<file path="src/cfrx_pkg.sv">
// ----------------------------------------------------------------------------
// cfrx_pkg: shared types and helpers of the CRC-checked frame receiver
// Status codes, the command passed from the parser to the readout side, the
// payload store write port, the configuration bundle and the CRC step.
// ----------------------------------------------------------------------------
package cfrx_pkg;

   localparam int MAX_PAYLOAD_DEFAULT = 64;
   localparam int LEN_W               = 7;

   localparam logic [1:0] ST_BUSY = 2'd0;
   localparam logic [1:0] ST_DONE = 2'd1;
   localparam logic [1:0] ST_FAIL = 2'd2;

   localparam logic [15:0] CRC_INIT = 16'hFFFF;
   localparam logic [15:0] CRC_POLY = 16'h1021;

   typedef struct packed {
      logic [7:0]       sync_first;
      logic [7:0]       sync_second;
      logic [LEN_W-1:0] max_length;
   } cfg_type;

   // One command per accepted byte: either a single status beat or a
   // readout of a completed frame from the payload store.
   typedef struct packed {
      logic             readout;
      logic [1:0]       status;
      logic [LEN_W-1:0] length;
   } cmd_type;

   typedef struct packed {
      logic             we;
      logic [LEN_W-1:0] addr;
      logic [7:0]       data;
   } wr_type;

   // CRC-16, polynomial 0x1021, MSB first, one byte per call.
   function automatic logic [15:0] crc_byte(input logic [15:0] crc, input logic [7:0] b);
      logic [15:0] c;
      c = crc ^ {b, 8'h00};
      for (int i = 0; i < 8; i++) begin
         if (c[15]) begin
            c = {c[14:0], 1'b0} ^ CRC_POLY;
         end else begin
            c = {c[14:0], 1'b0};
         end
      end
      return c;
   endfunction

endpackage

</file>
<file path="src/crc_checked_frame_receiver_top.sv">
// ----------------------------------------------------------------------------
// crc_checked_frame_receiver_top: length-prefixed frame receiver with CRC-16
// Configuration registers, byte parser, command queue and result side.
// ----------------------------------------------------------------------------
// Every accepted byte produces one status beat (in progress or rejected),
// except the byte that completes a frame with a good CRC-16/CCITT-FALSE
// check, which produces one beat per stored payload byte with tlast on the
// final one. The parser takes one byte per cycle while the two-entry command
// queue has room; the result side takes a status command once the output
// register is free and loads its beat there, and for a completed frame it
// takes the command, then does one store read and one output load per byte,
// holding each load while the output is stalled. While a readout runs the
// parser stalls once the queue holds two commands. Configuration writes are
// accepted in every cycle.
module crc_checked_frame_receiver_top
   import cfrx_pkg::*;
#(
   parameter int MAX_PAYLOAD = MAX_PAYLOAD_DEFAULT
) (
   input  logic        clock,
   input  logic        reset,
   input  logic        req_tvalid,
   output logic        req_tready,
   input  logic [7:0]  req_tdata,   // [7:0] data_byte
   output logic        rsp_tvalid,
   input  logic        rsp_tready,
   output logic [15:0] rsp_tdata,   // [7:0] payload_byte, [14:8] frame_length, [15] zero
   output logic [1:0]  rsp_tuser,   // [1:0] status
   output logic        rsp_tlast,
   input  logic        csr_valid,
   output logic        csr_ready,
   input  logic [1:0]  csr_index,
   input  logic [7:0]  csr_data
);

   localparam logic [1:0] CSR_SYNC_FIRST  = 2'd0;
   localparam logic [1:0] CSR_SYNC_SECOND = 2'd1;
   localparam logic [1:0] CSR_MAX_LENGTH  = 2'd2;

   cfg_type cfg_ff, cfg_in;
   cmd_type push_data, pop_data;
   wr_type  wr;
   logic    cmd_full, cmd_empty, cmd_push, cmd_pop;

   assign csr_ready = 1'b1;

   always_comb begin
      cfg_in = cfg_ff;
      if (csr_valid) begin
         case (csr_index)
            CSR_SYNC_FIRST:  cfg_in.sync_first  = csr_data;
            CSR_SYNC_SECOND: cfg_in.sync_second = csr_data;
            CSR_MAX_LENGTH:  cfg_in.max_length  = csr_data[LEN_W-1:0];
            default:         cfg_in = cfg_ff;
         endcase
      end
   end

   always_ff @(posedge clock) begin
      if (reset) begin
         cfg_ff <= '{sync_first: 8'hAA, sync_second: 8'h55, max_length: 7'd64};
      end else begin
         cfg_ff <= cfg_in;
      end
   end

   cfrx_front #(
      .MAX_PAYLOAD(MAX_PAYLOAD)
   ) u_front (
      .clock      (clock),
      .reset      (reset),
      .cfg        (cfg_ff),
      .req_tvalid (req_tvalid),
      .req_tready (req_tready),
      .req_tdata  (req_tdata),
      .cmd_full   (cmd_full),
      .cmd_push   (cmd_push),
      .cmd_data   (push_data),
      .wr         (wr)
   );

   cfrx_cmd_fifo u_fifo (
      .clock     (clock),
      .reset     (reset),
      .push      (cmd_push),
      .push_data (push_data),
      .full      (cmd_full),
      .pop       (cmd_pop),
      .empty     (cmd_empty),
      .pop_data  (pop_data)
   );

   cfrx_back #(
      .MAX_PAYLOAD(MAX_PAYLOAD)
   ) u_back (
      .clock      (clock),
      .reset      (reset),
      .wr         (wr),
      .cmd_empty  (cmd_empty),
      .cmd_data   (pop_data),
      .cmd_pop    (cmd_pop),
      .rsp_tvalid (rsp_tvalid),
      .rsp_tready (rsp_tready),
      .rsp_tdata  (rsp_tdata),
      .rsp_tuser  (rsp_tuser),
      .rsp_tlast  (rsp_tlast)
   );

endmodule

</file>
<file path="src/cfrx_front.sv">
// ----------------------------------------------------------------------------
// cfrx_front: byte parser of the frame receiver
// Hunts for the sync pair, reads length, payload and check bytes, keeps the
// running CRC, writes payload bytes to the store and issues one command per
// accepted byte.
// ----------------------------------------------------------------------------
module cfrx_front
   import cfrx_pkg::*;
#(
   parameter int MAX_PAYLOAD = MAX_PAYLOAD_DEFAULT
) (
   input  logic       clock,
   input  logic       reset,
   input  cfg_type    cfg,
   input  logic       req_tvalid,
   output logic       req_tready,
   input  logic [7:0] req_tdata,
   input  logic       cmd_full,
   output logic       cmd_push,
   output cmd_type    cmd_data,
   output wr_type     wr
);

   localparam logic [2:0] PH_SYNC1  = 3'd0;
   localparam logic [2:0] PH_SYNC2  = 3'd1;
   localparam logic [2:0] PH_LEN_LO = 3'd2;
   localparam logic [2:0] PH_LEN_HI = 3'd3;
   localparam logic [2:0] PH_DATA   = 3'd4;
   localparam logic [2:0] PH_CRC_LO = 3'd5;
   localparam logic [2:0] PH_CRC_HI = 3'd6;

   localparam int LIMIT_CAP = (MAX_PAYLOAD < 127) ? MAX_PAYLOAD : 127;

   logic [2:0]       phase_ff, phase_in;
   logic [7:0]       len_lo_ff, len_lo_in;
   logic [LEN_W-1:0] length_ff, length_in;
   logic [LEN_W-1:0] position_ff, position_in;
   logic [15:0]      crc_ff, crc_in;
   logic [7:0]       check_lo_ff, check_lo_in;

   logic             accept;
   logic [7:0]       b;
   logic [15:0]      crc_step;
   logic [15:0]      len_full;
   logic [LEN_W-1:0] limit;
   logic [LEN_W-1:0] pos_next;

   assign req_tready = !cmd_full;
   assign accept     = req_tvalid && req_tready;
   assign b          = req_tdata;
   assign len_full   = {b, len_lo_ff};
   assign pos_next   = position_ff + 1'b1;

   always_comb begin
      if (cfg.max_length > LEN_W'(LIMIT_CAP)) begin
         limit = LEN_W'(LIMIT_CAP);
      end else begin
         limit = cfg.max_length;
      end
   end

   // The low length byte restarts the CRC.
   assign crc_step = crc_byte((phase_ff == PH_LEN_LO) ? CRC_INIT : crc_ff, b);

   always_comb begin
      phase_in    = phase_ff;
      len_lo_in   = len_lo_ff;
      length_in   = length_ff;
      position_in = position_ff;
      crc_in      = crc_ff;
      check_lo_in = check_lo_ff;
      cmd_data    = '{readout: 1'b0, status: ST_BUSY, length: '0};
      wr          = '{we: 1'b0, addr: position_ff, data: b};
      case (phase_ff)
         PH_SYNC1: begin
            if (b == cfg.sync_first) begin
               phase_in = PH_SYNC2;
            end
         end
         PH_SYNC2: begin
            if (b == cfg.sync_second) begin
               phase_in = PH_LEN_LO;
            end else if (b != cfg.sync_first) begin
               phase_in = PH_SYNC1;
            end
         end
         PH_LEN_LO: begin
            len_lo_in = b;
            crc_in    = crc_step;
            phase_in  = PH_LEN_HI;
         end
         PH_LEN_HI: begin
            crc_in = crc_step;
            if (len_full == 16'd0 || len_full > {9'd0, limit}) begin
               phase_in        = PH_SYNC1;
               cmd_data.status = ST_FAIL;
            end else begin
               length_in   = len_full[LEN_W-1:0];
               position_in = '0;
               phase_in    = PH_DATA;
            end
         end
         PH_DATA: begin
            wr.we       = accept;
            position_in = pos_next;
            crc_in      = crc_step;
            if (pos_next >= length_ff) begin
               phase_in = PH_CRC_LO;
            end
         end
         PH_CRC_LO: begin
            check_lo_in = b;
            phase_in    = PH_CRC_HI;
         end
         PH_CRC_HI: begin
            phase_in = PH_SYNC1;
            if ({b, check_lo_ff} != crc_ff) begin
               cmd_data.status = ST_FAIL;
            end else begin
               cmd_data = '{readout: 1'b1, status: ST_DONE, length: length_ff};
            end
         end
         default: begin
            phase_in = PH_SYNC1;
         end
      endcase
   end

   assign cmd_push = accept;

   always_ff @(posedge clock) begin
      if (reset) begin
         phase_ff <= PH_SYNC1;
      end else if (accept) begin
         phase_ff <= phase_in;
      end
   end

   always_ff @(posedge clock) begin
      if (accept) begin
         len_lo_ff   <= len_lo_in;
         length_ff   <= length_in;
         position_ff <= position_in;
         crc_ff      <= crc_in;
         check_lo_ff <= check_lo_in;
      end
   end

endmodule

</file>
<file path="src/cfrx_cmd_fifo.sv">
// ----------------------------------------------------------------------------
// cfrx_cmd_fifo: two-entry command queue
// Decouples the byte parser from the readout side so either can stall.
// ----------------------------------------------------------------------------
module cfrx_cmd_fifo
   import cfrx_pkg::*;
(
   input  logic    clock,
   input  logic    reset,
   input  logic    push,
   input  cmd_type push_data,
   output logic    full,
   input  logic    pop,
   output logic    empty,
   output cmd_type pop_data
);

   cmd_type    slot_ff [2];
   logic       wr_ptr_ff, wr_ptr_in;
   logic       rd_ptr_ff, rd_ptr_in;
   logic [1:0] count_ff, count_in;
   logic       do_push, do_pop;

   assign full     = (count_ff == 2'd2);
   assign empty    = (count_ff == 2'd0);
   assign do_push  = push && !full;
   assign do_pop   = pop && !empty;
   assign pop_data = slot_ff[rd_ptr_ff];

   always_comb begin
      wr_ptr_in = wr_ptr_ff ^ do_push;
      rd_ptr_in = rd_ptr_ff ^ do_pop;
      count_in  = count_ff + {1'b0, do_push} - {1'b0, do_pop};
   end

   always_ff @(posedge clock) begin
      if (reset) begin
         wr_ptr_ff <= 1'b0;
         rd_ptr_ff <= 1'b0;
         count_ff  <= 2'd0;
      end else begin
         wr_ptr_ff <= wr_ptr_in;
         rd_ptr_ff <= rd_ptr_in;
         count_ff  <= count_in;
      end
   end

   always_ff @(posedge clock) begin
      if (do_push) begin
         slot_ff[wr_ptr_ff] <= push_data;
      end
   end

endmodule

</file>
<file path="src/cfrx_back.sv">
// ----------------------------------------------------------------------------
// cfrx_back: result side of the frame receiver
// Holds the payload store, turns commands into result beats and reads out a
// completed frame into the output register with one store read per byte.
// ----------------------------------------------------------------------------
module cfrx_back
   import cfrx_pkg::*;
#(
   parameter int MAX_PAYLOAD = MAX_PAYLOAD_DEFAULT
) (
   input  logic        clock,
   input  logic        reset,
   input  wr_type      wr,
   input  logic        cmd_empty,
   input  cmd_type     cmd_data,
   output logic        cmd_pop,
   output logic        rsp_tvalid,
   input  logic        rsp_tready,
   output logic [15:0] rsp_tdata,
   output logic [1:0]  rsp_tuser,
   output logic        rsp_tlast
);

   localparam int AW = (MAX_PAYLOAD > 1) ? $clog2(MAX_PAYLOAD) : 1;

   localparam logic [1:0] BK_IDLE  = 2'd0;
   localparam logic [1:0] BK_FETCH = 2'd1;
   localparam logic [1:0] BK_EMIT  = 2'd2;

   logic [7:0]       payload_mem_ff [MAX_PAYLOAD];
   logic [7:0]       rd_data_ff;

   logic [1:0]       state_ff, state_in;
   logic [LEN_W-1:0] k_ff, k_in;
   logic [LEN_W-1:0] n_ff, n_in;

   logic             out_valid_ff, out_valid_in;
   logic [1:0]       out_status_ff, out_status_in;
   logic [7:0]       out_byte_ff, out_byte_in;
   logic [LEN_W-1:0] out_len_ff, out_len_in;
   logic             out_last_ff, out_last_in;

   logic             out_free;
   logic             load;
   logic             is_last;

   assign out_free = !out_valid_ff || rsp_tready;
   assign is_last  = ({1'b0, k_ff} + 8'd1) == {1'b0, n_ff};

   always_comb begin
      state_in      = state_ff;
      k_in          = k_ff;
      n_in          = n_ff;
      cmd_pop       = 1'b0;
      load          = 1'b0;
      out_status_in = out_status_ff;
      out_byte_in   = out_byte_ff;
      out_len_in    = out_len_ff;
      out_last_in   = out_last_ff;
      case (state_ff)
         BK_IDLE: begin
            if (!cmd_empty && out_free) begin
               cmd_pop = 1'b1;
               if (cmd_data.readout) begin
                  k_in     = '0;
                  n_in     = cmd_data.length;
                  state_in = BK_FETCH;
               end else begin
                  load          = 1'b1;
                  out_status_in = cmd_data.status;
                  out_byte_in   = 8'd0;
                  out_len_in    = '0;
                  out_last_in   = 1'b1;
               end
            end
         end
         BK_FETCH: begin
            // The store read for entry k lands in rd_data_ff next cycle.
            state_in = BK_EMIT;
         end
         BK_EMIT: begin
            if (out_free) begin
               load          = 1'b1;
               out_status_in = ST_DONE;
               out_byte_in   = rd_data_ff;
               out_len_in    = n_ff;
               out_last_in   = is_last;
               if (is_last) begin
                  state_in = BK_IDLE;
               end else begin
                  k_in     = k_ff + 1'b1;
                  state_in = BK_FETCH;
               end
            end
         end
         default: begin
            state_in = BK_IDLE;
         end
      endcase
   end

   always_comb begin
      if (load) begin
         out_valid_in = 1'b1;
      end else if (rsp_tready) begin
         out_valid_in = 1'b0;
      end else begin
         out_valid_in = out_valid_ff;
      end
   end

   always_ff @(posedge clock) begin
      if (reset) begin
         state_ff     <= BK_IDLE;
         out_valid_ff <= 1'b0;
      end else begin
         state_ff     <= state_in;
         out_valid_ff <= out_valid_in;
      end
   end

   always_ff @(posedge clock) begin
      k_ff          <= k_in;
      n_ff          <= n_in;
      out_status_ff <= out_status_in;
      out_byte_ff   <= out_byte_in;
      out_len_ff    <= out_len_in;
      out_last_ff   <= out_last_in;
   end

   always_ff @(posedge clock) begin
      if (wr.we) begin
         payload_mem_ff[AW'(wr.addr)] <= wr.data;
      end
      rd_data_ff <= payload_mem_ff[AW'(k_ff)];
   end

   assign rsp_tvalid = out_valid_ff;
   assign rsp_tdata  = {1'b0, out_len_ff, out_byte_ff};
   assign rsp_tuser  = out_status_ff;
   assign rsp_tlast  = out_last_ff;

endmodule
</file>
<file path="config.mk">
export PLATFORM = sky130hd
export DESIGN_NAME = crc_checked_frame_receiver_top
export DESIGN_NICKNAME = d
export VERILOG_FILES = /design/src/cfrx_pkg.sv /design/src/crc_checked_frame_receiver_top.sv /design/src/cfrx_front.sv /design/src/cfrx_cmd_fifo.sv /design/src/cfrx_back.sv
export SDC_FILE = /design/constraint.sdc
export NUM_CORES = 1
export LEC_CHECK = 0
export BUFFER_PORTS_ARGS = -buffer_cell sky130_fd_sc_hd__buf_2
export CORE_MARGIN = 1.5
export CORE_UTILIZATION = 55
export CTS_BUF_LIST = sky130_fd_sc_hd__clkbuf_8
export DETAILED_ROUTE_END_ITERATION = 10
export PLACE_DENSITY = 0.71
export RECOVER_POWER = 25
export SYNTH_ARGS = -nofsm -noshare
export SYNTH_HDL_FRONTEND = slang
export SYNTH_SLANG_ARGS = --single-unit
export TNS_END_PERCENT = 20
</file>
<file path="constraint.sdc">
create_clock -name clock -period 3.45 [get_ports clock]
set_input_delay 0.345 -clock clock [delete_from_list [all_inputs] [get_ports clock]]
set_output_delay 0.345 -clock clock [all_outputs]
set_load 0.05 [all_outputs]
</file>
==> out/metrics.cfg <==
[status]
outcome = finished, violations left
violations = DRC, capacitance limit, slew limit

[worst_hold_path]
hold_path_end = u_back.state_ff[1]$_SDFFE_PP0P_
hold_depth = 2
min_from = reset
hp-class = input port to register

[timing]
final.setup.tns_ns = 0
finalSetupViolations = 0
post-route-period-util_pct = 86.61
layout_setup_ws_ns = 0.4619
skew_ns = 0.01744
worst_hold_slack_ns = 0.1607
fmax_ghz = 0.3347
hold_viol = 0
relSlewSlack_pct = -6.769
rsz0062_at_grt = false
fin_crit_ns = 2.988
maxSlewViolCount = 66
tightest_slew_ns = 1.602

[logic_synthesis]
netlist-cell-type-count = 48
seq_area_frac_synth_pct = 73.50
synth.top_cells.by_area = edfxtp_1 70%, mux4_2 11%, dfxtp_1 3.2%, a22oi_1 2.3%, nor2_1 2.0%
syn-num-nets = 1478
avgSynthCellArea_um2 = 18.15
yosysWarningCount = 0
synth_top_area_share_pct = 70.35
yosys.area.top_type = edfxtp_1
synthFlopType = edfxtp_1
async_flop_share_pct = 0
synth_seq_cells = 651
synthCells = 1435
synth_edf_count = 610
synthesis.area_mm2 = 0.02604

[floorplanning]
core_region_area_mm2 = 0.04665
rows = 79
io_pins = 45
die_h_um = 220.6
die_area_mm2 = 0.04866
initial_utilization_pct = 55.81
die_w_um = 220.6

[detailed_routing]
vias = 13354
wirelength_um = 55070
drt_iter0_markers = 1127
postRouteAntennaNets = 0
route.detailed.drc = 6
drt-pass1-iter-count = 8
wl_per_cell_um = 24.14
viasPerCell = 5.854

[place]
place_ws_ns = 0.4906
io_buffers = 42
hpwl_um = 33910
place_congestion = 0.8126
placed_cell_area_mm2 = 0.02730
dp_cells = 2081

[setup_path]
arrival_ns = 3.30
r2r_setup_slack_ns = 0.46
worstPathRequired_ns = 3.77
worstRegToRegCells = 4
endpoint_kind = register
start_kind = register
cp_max_fo = 12
r2r-end = u_back.payload_mem_ff[24][0]$_DFFE_PP_
timing.rr.start = u_front.phase_ff[2]$_SDFFE_PP0P_
crit_type = register to register

[pwr]
powerDensity_mw_per_mm2 = 631.6
total_power_mw = 18.52
power_leakage_nw = 9.881
peakVddDrop_mv = 0.4508

[cts]
clock_latency_ns = 0.68
clock-sinks = 651
cts-root-buf = clkbuf_8
cts.clk_slew.worst_paths_ns = 0.06
cts_buffers = 102
clockBufferDepth = 3
ctsHtreeMaxLevel = 3
cts_tree = built

[global_route]
grt_pass1_wl_um = 83140
grt.total_usage_pct = 23.47
grt_start_max_net_pins = 72
grt_antenna_before_repair = 2
grt_pass1_vias = 13749
grt-ovfl-total = 0

[cells_and_area]
syn2layout_area_growth_pct = 12.63
nFillCells = 3299
nets = 1631
fin_area_mm2 = 0.02933
n_antenna_cell = 0
drive_gt1_share_pct = 23.18
fin_util_pct = 62.86
instances_no_fill = 2281

[run]
maxCapViolCount = 1

-- sequential cells by signal, indices dropped and copies added, names as in the netlist --
register,cells
u_front.position_ff,7
u_back.rsp_tuser,2
u_fifo.rd_ptr_ff,1
u_front.length_ff,7
cfg_ff,23
u_front.crc_ff,16
u_back.payload_mem_ff,512
u_back.rsp_tvalid,1
u_back.rd_data_ff,8
u_back.rsp_tlast,1
u_back.out_byte_ff,8
u_back.n_ff,7
u_fifo.count_ff,2
u_fifo.slot_ff,20
u_front.phase_ff,3
u_front.len_lo_ff,8
u_back.out_len_ff,7
u_front.check_lo_ff,8
u_back.k_ff,7
u_back.state_ff,2
u_fifo.wr_ptr_ff,1
-- cell usage in the layout, fill, tap and decap left out, drive strengths merged, types with 6 or more instances in the layout --
cell type,count
mux2i,18
nor2,138
inv,57
xor2,37
nand3b,9
ha,20
nor2b,22
mux4,128
nor3,9
nand3,10
a211o,10
buf,108
dfxtp,41
clkbuf,123
xnor2,46
nand2b,6
and2,19
a22oi,80
clkinv,38
dlygate4sd3,10
o21ai,6
edfxtp,610
nor4,10
a21oi,9
nand2,58
mux2,7
nand4,8
-- how the worst max path moves through the flow --
stage / to / depth (start not counted) / from / slack [ns]
6_report: u_back.payload_mem_ff[24][0]$_DFFE_PP_ / 4 / u_front.phase_ff[2]$_SDFFE_PP0P_ / 0.46
3_5_place_dp: u_back.payload_mem_ff[24][3]$_DFFE_PP_ / 4 / u_front.phase_ff[2]$_SDFFE_PP0P_ / 0.49
3_3_place_gp: u_back.payload_mem_ff[24][3]$_DFFE_PP_ / 4 / u_front.phase_ff[2]$_SDFFE_PP0P_ / 0.57
5_1_grt: u_front.phase_ff[0]$_SDFFE_PP0P_ / 10 / u_front.position_ff[3]$_SDFFCE_PP0P_ / 0.27
4_1_cts: u_back.payload_mem_ff[24][0]$_DFFE_PP_ / 4 / u_front.phase_ff[2]$_SDFFE_PP0P_ / 0.48
2_1_floorplan: u_back.payload_mem_ff[48][0]$_DFFE_PP_ / 6 / u_fifo.count_ff[0]$_SDFF_PP0_ / 0.82
-- worst max-delay path, cell delays in order, from the launching register on --
cell     delay (ns)
dfxtp_1        0.48
or3b_4         0.50
or2_4          0.27
or4_1          0.68
nor2_1         0.69
-- metal layers --
metal,global-route usage [%],share of wire [%],up-vias
li1,-,-,5951
met4,8.333,2.6,0
met5,0,0,-
met2,37.63,50,515
met3,6.392,7.1,95
met1,31.18,41,6793
-- report_power, final --
group	internal (mW)	switching (mW)
Combinational	1.32	1.98
Sequential	8.93	0.126
Clock	3.25	2.92
Total	13.5	5.02
-- cells in the mapped netlist, types with 2 or more instances --
cell and count:
buf_2 21, mux4_2 128, nand3_1 10, nor2_1 138
ha_1 20, buf_4 8, nand4b_1 2, nand3b_1 9
a211oi_1 2, xnor2_1 46, nand2_1 58, nand4_1 8
buf_6 2, edfxtp_1 610, clkbuf_1 45, xor2_1 37
a211o_1 10, buf_1 9, conb_1 2, mux2_2 7
inv_1 20, or4_1 2, nor3_1 9, nand2b_1 6
a22oi_1 80, a21oi_1 9, nor4_1 10, mux2i_1 18
nor2b_1 22, or2_2 3, dfxtp_1 41, o21ai_0 6
and2_1 19, and3_1 2, o211ai_1 2, or3_1 2
-- layout make-up --
class	count	area (µm²)	area share (%)
clock buffer	107	1473	5.021
clock inverter	83	483.0	1.647
inverter	20	75.07	0.2560
multi-input combinational	679	6439	21.95
sequential	651	19140	65.26
tap	607	759.5	2.590
timing repair buffer	134	960.9	3.276
-- cell families after synthesis --
group                    count (synthesis)  share of synthesized area, %
XOR/XNOR                                85                         2.970
AO/OA/AOI/OAI                          115                         3.243
multiplexers                           153                         12.07
AND/OR/NAND/NOR                        304                         5.444
buffers and inverters                  105                         1.787
adder cells (fa/ha/maj)                 20                        0.9610
flip-flops                             651                         73.50
other                                    2                       0.02884
-- timing repair --
item / 4_1_cts / 5_1_grt
endpoints found under the hold margin: 24 / 0
gates resized for setup: 0 / 0
buffers inserted: 0 / 0
hold buffers: 10 / 0
Power figures use the tool's default switching activity.
